==> src/sv/fss_pkg.sv <==
package fss_pkg;

   localparam int HIST_DEPTH        = 5;
   localparam int POSITION_BITS_DEF = 32;
   localparam int OFFSET_BITS       = 32;

   typedef enum logic [2:0] {
      SIG_PDF  = 3'd0,
      SIG_PNG  = 3'd1,
      SIG_ZIP  = 3'd2,
      SIG_RAR  = 3'd3,
      SIG_GZIP = 3'd4,
      SIG_7Z   = 3'd5,
      SIG_ELF  = 3'd6,
      SIG_JPEG = 3'd7
   } sig_type;

   // one history byte and whether it belongs to the current file
   typedef struct packed {
      logic       valid;
      logic [7:0] data;
   } cell_type;

   // match report: code and distance back to the first byte of the pattern
   typedef struct packed {
      logic       hit;
      sig_type    sig;
      logic [2:0] back;
   } match_type;

   localparam logic [7:0] PDF_0 = 8'h25, PDF_1 = 8'h50, PDF_2 = 8'h44, PDF_3 = 8'h46;
   localparam logic [7:0] PNG_0 = 8'h50, PNG_1 = 8'h4E, PNG_2 = 8'h47;
   localparam logic [7:0] ZIP_0 = 8'h50, ZIP_1 = 8'h4B;
   localparam logic [7:0] ZIP_A_LO = 8'h04, ZIP_A_HI = 8'h08;
   localparam logic [7:0] ZIP_B_LO = 8'h05, ZIP_B_HI = 8'h08;
   localparam logic [7:0] RAR_0 = 8'h52, RAR_1 = 8'h61, RAR_2 = 8'h72;
   localparam logic [7:0] RAR_3 = 8'h21, RAR_4 = 8'h1A, RAR_5 = 8'h07;
   localparam logic [7:0] GZ_0 = 8'h1F, GZ_1 = 8'h8B, GZ_HI = 8'h08;
   localparam logic [7:0] SZ_0 = 8'h37, SZ_1 = 8'h7A, SZ_2 = 8'hBC;
   localparam logic [7:0] SZ_3 = 8'hAF, SZ_4 = 8'h27, SZ_5 = 8'h1C;
   localparam logic [7:0] ELF_0 = 8'h7F, ELF_1 = 8'h45, ELF_2 = 8'h4C, ELF_3 = 8'h46;
   localparam logic [7:0] JPG_0 = 8'hFF, JPG_1 = 8'hD8, JPG_2 = 8'hFF;
   localparam logic [7:0] JPG_3A = 8'hDB, JPG_3B = 8'hE0, JPG_3C = 8'hE1;

endpackage

==> src/sv/file_signature_scanner_top.sv <==
// File signature scanner.
// Feed the file one byte per item on the req_ channel; set req_start_of_file
// on the first byte of each file. When a byte completes a known signature
// (pdf, png, zip, rar, gzip, 7z, elf, jpeg) one item leaves on the rsp_
// channel carrying the signature code and the offset of its first byte.
// Bytes that complete nothing produce no item.
// Throughput: one byte per cycle while req_ready is high, set by the row of
// five history cells that shift on every accepted byte and the comparators
// in front of them. Each result is registered before it leaves.
// Results pass through an output register backed by a one-entry skid buffer,
// so a stalled receiver costs nothing until both are full; req_ready then
// drops until the receiver takes an item.
// csr_wr_data bit 0 enables gzip reporting; write it only while idle.
// Reset (synchronous) empties the history, zeroes the byte position, clears
// the gzip enable and discards any pending result. The position saturates at
// its largest value; offsets carry its low 32 bits.
module file_signature_scanner_top
   import fss_pkg::*;
#(
   parameter int POSITION_BITS = POSITION_BITS_DEF
) (
   input  logic        clock,
   input  logic        reset,
   input  logic        csr_wr_en,
   input  logic        csr_wr_data,
   input  logic        req_valid,
   output logic        req_ready,
   input  logic [7:0]  req_data_byte,
   input  logic        req_start_of_file,
   output logic        rsp_valid,
   input  logic        rsp_ready,
   output logic [2:0]  rsp_signature,
   output logic [31:0] rsp_start_offset
);

   logic                     gzip_en_ff;
   logic [POSITION_BITS-1:0] pos_ff, pos_in, pos_cur, start_pos;
   logic [POSITION_BITS+OFFSET_BITS-1:0] start_wide;
   cell_type                 cells [HIST_DEPTH];
   cell_type                 hist  [HIST_DEPTH];
   cell_type                 head;
   match_type                match;
   logic                     accept, push, pop;
   logic                     out_valid_ff, out_valid_in, skid_valid_ff, skid_valid_in;
   logic [2:0]               out_sig_ff, out_sig_in, skid_sig_ff, skid_sig_in;
   logic [31:0]              out_off_ff, out_off_in, skid_off_ff, skid_off_in;
   logic [HIST_DEPTH-1:0]    valid_vec;

   assign accept = req_valid && req_ready;
   assign head   = '{valid: 1'b1, data: req_data_byte};

   // history row: cell 0 takes the new byte, the others take their neighbour
   for (genvar k = 0; k < HIST_DEPTH; k++) begin : g_cell
      if (k == 0) begin : g_head
         fss_cell u_cell (
            .clock    (clock),
            .reset    (reset),
            .shift_en (accept),
            .clear    (1'b0),
            .prev     (head),
            .held     (cells[k])
         );
      end else begin : g_tail
         fss_cell u_cell (
            .clock    (clock),
            .reset    (reset),
            .shift_en (accept),
            .clear    (req_start_of_file),
            .prev     (cells[k-1]),
            .held     (cells[k])
         );
      end
      // a new file sees an empty history
      assign hist[k]      = req_start_of_file ? '0 : cells[k];
      assign valid_vec[k] = cells[k].valid;
   end

   fss_match u_match (
      .cur     (req_data_byte),
      .hist    (hist),
      .gzip_en (gzip_en_ff),
      .match   (match)
   );

   // byte position, saturating
   always_comb begin
      pos_cur = req_start_of_file ? '0 : pos_ff;
      pos_in  = pos_ff;
      if (accept) begin
         pos_in = (pos_cur != '1) ? pos_cur + POSITION_BITS'(1) : pos_cur;
      end
   end

   assign start_pos  = pos_cur - POSITION_BITS'(match.back);
   assign start_wide = {{OFFSET_BITS{1'b0}}, start_pos};

   assign push = accept && match.hit;
   assign pop  = rsp_valid && rsp_ready;

   // output register with skid entry behind it
   always_comb begin
      out_valid_in  = out_valid_ff;
      out_sig_in    = out_sig_ff;
      out_off_in    = out_off_ff;
      skid_valid_in = skid_valid_ff;
      skid_sig_in   = skid_sig_ff;
      skid_off_in   = skid_off_ff;
      if (skid_valid_ff) begin
         if (pop) begin
            out_sig_in    = skid_sig_ff;
            out_off_in    = skid_off_ff;
            skid_valid_in = 1'b0;
         end
      end else if (push) begin
         if (!out_valid_ff || pop) begin
            out_valid_in = 1'b1;
            out_sig_in   = match.sig;
            out_off_in   = start_wide[OFFSET_BITS-1:0];
         end else begin
            skid_valid_in = 1'b1;
            skid_sig_in   = match.sig;
            skid_off_in   = start_wide[OFFSET_BITS-1:0];
         end
      end else if (pop) begin
         out_valid_in = 1'b0;
      end
   end

   always_ff @(posedge clock) begin
      if (reset) begin
         gzip_en_ff    <= 1'b0;
         pos_ff        <= '0;
         out_valid_ff  <= 1'b0;
         skid_valid_ff <= 1'b0;
      end else begin
         if (csr_wr_en) begin
            gzip_en_ff <= csr_wr_data;
         end
         pos_ff        <= pos_in;
         out_valid_ff  <= out_valid_in;
         skid_valid_ff <= skid_valid_in;
      end
   end

   always_ff @(posedge clock) begin
      out_sig_ff  <= out_sig_in;
      out_off_ff  <= out_off_in;
      skid_sig_ff <= skid_sig_in;
      skid_off_ff <= skid_off_in;
   end

   assign req_ready        = !skid_valid_ff;
   assign rsp_valid        = out_valid_ff;
   assign rsp_signature    = out_sig_ff;
   assign rsp_start_offset = out_off_ff;

   a_fill_order: assert property (@(posedge clock) disable iff (reset)
      (valid_vec[HIST_DEPTH-1:1] & ~valid_vec[HIST_DEPTH-2:0]) == '0)
      else $error("history valid bits out of order");

   a_skid_needs_out: assert property (@(posedge clock) disable iff (reset)
      skid_valid_ff |-> out_valid_ff)
      else $error("skid entry held with empty output register");

   a_head_valid: assert property (@(posedge clock) disable iff (reset)
      accept |=> cells[0].valid)
      else $error("accepted byte not held in first cell");

   a_new_file_pos: assert property (@(posedge clock) disable iff (reset)
      (accept && req_start_of_file) |=> pos_ff == POSITION_BITS'(1))
      else $error("position not restarted on new file");

   a_overflow_to_skid: assert property (@(posedge clock) disable iff (reset)
      (push && out_valid_ff && !pop) |=> skid_valid_ff)
      else $error("result lost while receiver stalled");

endmodule

==> src/sv/fss_cell.sv <==
module fss_cell
   import fss_pkg::*;
(
   input  logic     clock,
   input  logic     reset,
   input  logic     shift_en,
   input  logic     clear,
   input  cell_type prev,
   output cell_type held
);

   cell_type cell_ff, cell_in;

   always_comb begin
      cell_in = cell_ff;
      if (shift_en) begin
         // drop the neighbour's byte when a new file starts
         cell_in = clear ? '0 : prev;
      end
   end

   always_ff @(posedge clock) begin
      if (reset) begin
         cell_ff <= '0;
      end else begin
         cell_ff <= cell_in;
      end
   end

   assign held = cell_ff;

endmodule

==> src/sv/fss_match.sv <==
module fss_match
   import fss_pkg::*;
(
   input  logic       [7:0] cur,
   input  cell_type         hist [HIST_DEPTH],
   input  logic             gzip_en,
   output match_type        match
);

   logic [7:0] h0, h1, h2, h3, h4;
   logic       have3, have4, have6;
   logic       m_pdf, m_png, m_zip, m_rar, m_gzip, m_7z, m_elf, m_jpeg;

   assign h0 = hist[0].data;
   assign h1 = hist[1].data;
   assign h2 = hist[2].data;
   assign h3 = hist[3].data;
   assign h4 = hist[4].data;

   // valid bits fill from the front, so the deepest needed cell decides
   assign have3 = hist[1].valid;
   assign have4 = hist[2].valid;
   assign have6 = hist[4].valid;

   assign m_pdf  = have4 && h2 == PDF_0 && h1 == PDF_1 && h0 == PDF_2 && cur == PDF_3;
   assign m_png  = have3 && h1 == PNG_0 && h0 == PNG_1 && cur == PNG_2;
   assign m_zip  = have4 && h2 == ZIP_0 && h1 == ZIP_1 &&
                   h0 >= ZIP_A_LO && h0 <= ZIP_A_HI && cur >= ZIP_B_LO && cur <= ZIP_B_HI;
   assign m_rar  = have6 && h4 == RAR_0 && h3 == RAR_1 && h2 == RAR_2 &&
                   h1 == RAR_3 && h0 == RAR_4 && cur == RAR_5;
   assign m_gzip = have4 && gzip_en && h2 == GZ_0 && h1 == GZ_1 &&
                   h0 <= GZ_HI && cur <= GZ_HI;
   assign m_7z   = have6 && h4 == SZ_0 && h3 == SZ_1 && h2 == SZ_2 &&
                   h1 == SZ_3 && h0 == SZ_4 && cur == SZ_5;
   assign m_elf  = have4 && h2 == ELF_0 && h1 == ELF_1 && h0 == ELF_2 && cur == ELF_3;
   assign m_jpeg = have4 && h2 == JPG_0 && h1 == JPG_1 && h0 == JPG_2 &&
                   (cur == JPG_3A || cur == JPG_3B || cur == JPG_3C);

   always_comb begin
      match = '{hit: 1'b0, sig: SIG_PDF, back: 3'd0};
      if (m_pdf) begin
         match = '{hit: 1'b1, sig: SIG_PDF, back: 3'd3};
      end else if (m_png) begin
         match = '{hit: 1'b1, sig: SIG_PNG, back: 3'd2};
      end else if (m_zip) begin
         match = '{hit: 1'b1, sig: SIG_ZIP, back: 3'd3};
      end else if (m_rar) begin
         match = '{hit: 1'b1, sig: SIG_RAR, back: 3'd5};
      end else if (m_gzip) begin
         match = '{hit: 1'b1, sig: SIG_GZIP, back: 3'd3};
      end else if (m_7z) begin
         match = '{hit: 1'b1, sig: SIG_7Z, back: 3'd5};
      end else if (m_elf) begin
         match = '{hit: 1'b1, sig: SIG_ELF, back: 3'd3};
      end else if (m_jpeg) begin
         match = '{hit: 1'b1, sig: SIG_JPEG, back: 3'd3};
      end
   end

endmodule
==> config.mk <==
export PLATFORM = sky130hd
export DESIGN_NAME = file_signature_scanner_top
export DESIGN_NICKNAME = d
export VERILOG_FILES = /design/src/sv/fss_pkg.sv /design/src/sv/file_signature_scanner_top.sv /design/src/sv/fss_cell.sv /design/src/sv/fss_match.sv
export SDC_FILE = /design/constraint.sdc
export NUM_CORES = 1
export LEC_CHECK = 0
export ABC_AREA = 0
export BUFFER_PORTS_ARGS = -buffer_cell sky130_fd_sc_hd__buf_2
export CAP_MARGIN = 20
export CORE_UTILIZATION = 61
export CTS_CLUSTER_DIAMETER = 30
export DETAILED_ROUTE_END_ITERATION = 12
export GPL_ROUTABILITY_DRIVEN = 1
export PLACE_DENSITY = 0.81
export SETUP_SLACK_MARGIN = 0.2
export SLEW_MARGIN = 20
export SYNTH_ARGS = -nofsm -noshare
export SYNTH_HDL_FRONTEND = slang
export SYNTH_SLANG_ARGS = --single-unit
==> constraint.sdc <==
create_clock -name clock -period 6.88 [get_ports clock]
set_clock_uncertainty 0.1 [all_clocks]
set_input_delay 1.376 -clock clock [delete_from_list [all_inputs] [get_ports clock]]
set_output_delay 1.376 -clock clock [all_outputs]
set_load 0.02 [all_outputs]
==> impl_metrics.ini <==
[run_status]
result_of_the_run = finished, final reports clean

[power]
power_share_of_the_clock_group = 0.469
p_int_mw = 1.50
power_density_nw_per_um2 = 220
p_total_mw = 1.92
proportion_of_power_drawn_by_combinational_gates = 0.040
power_frac_seq = 0.491
netSwitchingFraction = 0.219
net_sw_power_uw = 421
power.ir.vdd_worst_v = 0.000184
cellLeakagePower_nw = 3.07

[setup_path]
timing.critical_path.arrival_ns = 5.94
timing.reg2reg.worst_path_depth = 14
crit_path_start = req_data_byte[3]
critPathMaxFanout = 10
crit_required_ns = 7.03
worst_setup_path_start_kind = input pin
timing.rr.start = g_cell[0].g_head.u_cell.held[0]$_SDFFE_PP0P_
setup.worst_path.class = in -> reg
critical_path_end_type = flip-flop
r2r-end = rsp_start_offset[22]$_DFFE_PP_
worst-r2r-setup-slack_ns = 1.74

[synth]
syn-cell-area_um2 = 7850
yosys_warnings = 0
synth-seq-area-share = 0.472
synthesis.nets = 878
synth-edff-count = 70
synth-main-ff-cell = sky130_fd_sc_hd__dfxtp_1
synthesized_area_divided_by_synthesized_cell_count_um2 = 9.15
synth_cell_type_count = 80
synth.ff_latch_count = 150
synthesis.instances = 858
synth_async_sr_flop_share = 0

[timing]
timing.final.setup_violations = 0
unrepaired_setup_endpoints_after_global_routing = false
worst_tran_pin_value_ns = 1.12
fmax_mhz = 173
drv_slew = 0
relSlewSlack = 0.235
final_hold_viol_count = 0
setup-tns-final_ns = 0
worst_slack_ns = 1.09
period_share = 0.842
period_needed_ns = 5.79

[finish]
layout.filler_cells = 973
design.final.nets = 899
diodes = 0
layout-drive-gt1-share = 0.157
sequential_cell_area_um2 = 3700
multiInputGateArea_um2 = 3870
synthToLayoutAreaGrowth_pct = 11.4

[worst_hold_path]
hp-class = reg -> reg
timing.hold.worst_path_depth = 2
holdPathEnd = g_cell[3].g_tail.u_cell.held[8]$_SDFFE_PP0P_
worstHoldStart = g_cell[3].g_tail.u_cell.held[8]$_SDFFE_PP0P_

[clock_network]
cts-root-to-sink-buffers = 2
cts.root.buffer_cell = sky130_fd_sc_hd__clkbuf_16
worstSkewPairLatency_ns = 0.43
tritoncts = done
clock_sink_count = 150
postCtsSetupBuffers = 0
holdBufCountCts = 0
tritoncts.num_buffers = 17
cts-resized-gates = 0
cts.clk_slew.worst_paths_ns = 0.06
htree_num_levels = 4

[global_routing]
antenna_found_initial = 0
grt_pass1_vias = 6208
grt_max_degree = 82
grt_pass1_wl_mm = 33.7
global_route.usage.total = 0.338
grt_overflow_total = 0

[floorplanning]
top_level_ports = 52
fp.coreArea_um2 = 12600
placement_rows = 41
start_util = 0.624
floorplan.die.height_um = 115
chipWidth_um = 115
area_enclosed_by_the_die_boundary_um2 = 13300

[detailed_routing]
drt.antenna.violating_nets = 0
route.detailed.drc = 0
finalWirelength_mm = 21.4
detailedRoute.firstIterationViolations = 808
drt_first_pass_iters = 5
detailroute.via_count = 6929
post_drt_wl_per_cell_um = 20.1
via_count_normalized_by_instance_count = 6.51

[placed_design]
post-place-ws_ns = 0.730
gp_routability_congestion = 0.999
io_buffer_count = 51
post-dp-hpwl_mm = 14.7

[job]
max_cap_violations = 0
-- placed cells by master, fill, tap and decap left out, drive strengths merged, types with 8 or more instances in the layout --
cell / synthesis / routed
a21oi: 64 / 64
and3: 11 / 11
buf: 9 / 60
clkbuf: 50 / 28
dfxtp: 80 / 80
edfxtp: 70 / 70
inv: 11 / 14
mux2: 21 / 21
nand2: 126 / 126
nand3: 49 / 49
nand4: 26 / 26
nor2: 84 / 84
nor2b: 11 / 11
nor3: 25 / 25
nor3b: 8 / 8
nor4: 16 / 16
nor4b: 11 / 11
o211ai: 12 / 12
o21ai: 17 / 17
o31ai: 8 / 8
xnor2: 25 / 25
xor2: 8 / 8
-- cells by family (layout without fill, tap and decap cells) --
family                     count (synthesis)  in the layout  share of synthesized area
AOI/OAI and AO/OA                        145            145                      0.122
xor gates and xnor gates                  33             33                     0.0368
adders and majority gates                  5              5                    0.00893
buffers and inverters                     71            105                     0.0373
DFF                                      150            150                      0.472
muxes                                     25             25                     0.0352
and+or+nand+nor                          429            429                      0.288
-- per-stage QoR --
| step | utilization | cell area [µm²] | cells | hold slack, ns |
|---|---|---|---|---|
| after floorplan | - | 7850 | 858 | 0.327 |
| after global placement | 0.649 | 8160 | 1031 | 0.336 |
| after detailed placement | 0.649 | 8160 | 1031 | 0.350 |
| after CTS | 0.695 | 8740 | 1063 | 0.359 |
| after global routing | 0.696 | 8740 | 1064 | 0.376 |
| final | 0.696 | 8740 | 1064 | 0.356 |
-- state kept, by name, summed over array words and instances, names as in the netlist, 3 cells and up --
register,count
g_cell.g_head.u_cell.held,9
skid_sig_ff,3
pos_ff,32
rsp_signature,3
skid_off_ff,32
rsp_start_offset,32
g_cell.g_tail.u_cell.held,36
-- worst max path at each step --
stage                                                 to  slack [ns]
after CTS                 rsp_start_offset[22]$_DFFE_PP_        1.16
final                     rsp_start_offset[22]$_DFFE_PP_        1.09
after global placement    rsp_start_offset[22]$_DFFE_PP_        0.84
after floorplan               rsp_signature[0]$_DFFE_PP_        1.40
after global routing      rsp_start_offset[22]$_DFFE_PP_        0.90
after detailed placement  rsp_start_offset[22]$_DFFE_PP_        0.73
-- metal layers --
| layer | up-vias | part of all wire | global-route usage |
|---|---|---|---|
| met5 | - | 0 | 0 |
| met1 | 3324 | 0.45 | 0.513 |
| met2 | 382 | 0.44 | 0.474 |
| met4 | 0 | 0.012 | 0.101 |
| met3 | 27 | 0.10 | 0.0790 |
| li1 | 3196 | - | - |
-- worst max-delay path, cell delays in order --
cell                       delay [ns]
sky130_fd_sc_hd__buf_2           0.14
sky130_fd_sc_hd__or4b_1          0.52
sky130_fd_sc_hd__or4b_4          0.57
sky130_fd_sc_hd__or4_2           0.61
sky130_fd_sc_hd__o21ai_0         0.14
sky130_fd_sc_hd__or2_2           0.12
sky130_fd_sc_hd__ha_1            0.15
sky130_fd_sc_hd__inv_1           0.06
sky130_fd_sc_hd__fa_1            0.42
sky130_fd_sc_hd__a21oi_1         0.67
sky130_fd_sc_hd__o211ai_1        0.35
sky130_fd_sc_hd__nor4_1          0.33
sky130_fd_sc_hd__xor2_1          0.18
sky130_fd_sc_hd__nor2_1          0.07
sky130_fd_sc_hd__o31ai_1         0.22
-- synthesized netlist by cell type, types with 4 or more instances --
cell type / n / area share
sky130_fd_sc_hd__edfxtp_1: 70 / 0.27
sky130_fd_sc_hd__nor2b_1: 11 / 0.0088
sky130_fd_sc_hd__nor4_1: 15 / 0.012
sky130_fd_sc_hd__or3_1: 4 / 0.0032
sky130_fd_sc_hd__nor3_1: 25 / 0.016
sky130_fd_sc_hd__inv_1: 10 / 0.0048
sky130_fd_sc_hd__nor4b_1: 10 / 0.011
sky130_fd_sc_hd__mux2_2: 21 / 0.030
sky130_fd_sc_hd__nor3b_1: 8 / 0.0077
sky130_fd_sc_hd__xnor2_1: 25 / 0.028
sky130_fd_sc_hd__o21a_1: 4 / 0.0038
sky130_fd_sc_hd__and2b_2: 4 / 0.0045
sky130_fd_sc_hd__mux2i_1: 4 / 0.0051
sky130_fd_sc_hd__clkbuf_1: 49 / 0.023
sky130_fd_sc_hd__xor2_1: 8 / 0.0089
sky130_fd_sc_hd__a311oi_1: 5 / 0.0056
sky130_fd_sc_hd__nor2_1: 84 / 0.040
sky130_fd_sc_hd__or2_2: 6 / 0.0048
sky130_fd_sc_hd__and3_1: 11 / 0.0088
sky130_fd_sc_hd__o31ai_1: 7 / 0.0067
sky130_fd_sc_hd__nand2_1: 126 / 0.060
sky130_fd_sc_hd__nand4b_1: 7 / 0.0078
sky130_fd_sc_hd__o211ai_1: 12 / 0.011
sky130_fd_sc_hd__ha_1: 4 / 0.0064
sky130_fd_sc_hd__and4b_1: 5 / 0.0064
sky130_fd_sc_hd__nand2b_1: 4 / 0.0032
sky130_fd_sc_hd__and4_1: 5 / 0.0056
sky130_fd_sc_hd__o21ai_0: 17 / 0.011
sky130_fd_sc_hd__o41ai_1: 4 / 0.0045
sky130_fd_sc_hd__buf_1: 6 / 0.0029
sky130_fd_sc_hd__nand3_1: 49 / 0.031
sky130_fd_sc_hd__and2_1: 6 / 0.0048
sky130_fd_sc_hd__a21oi_1: 64 / 0.041
sky130_fd_sc_hd__dfxtp_1: 80 / 0.20
sky130_fd_sc_hd__nand4_1: 26 / 0.021
-- area by class of cell --
class                   count  share of cell area
clock buffers              27              0.0625
clock inverters             5             0.00358
flip-flops and latches    150               0.424
repair buffers             61              0.0375
multi-input cells         637               0.443
inverters                  12             0.00515
well taps                 172              0.0246
-- power groups by stage --
stage | clock network, mW | logic [mW] | registers (mW)
global placement | 0 | 0.0723 | 0.960
finish | 0.901 | 0.0771 | 0.942
CTS | 0.907 | 0.0751 | 0.942
global route | 0.944 | 0.0834 | 0.942
floorplan | 0 | 0.0541 | 0.956
detailed placement | 0 | 0.0745 | 0.960
No activity file was read; power rests on OpenSTA's default activity.
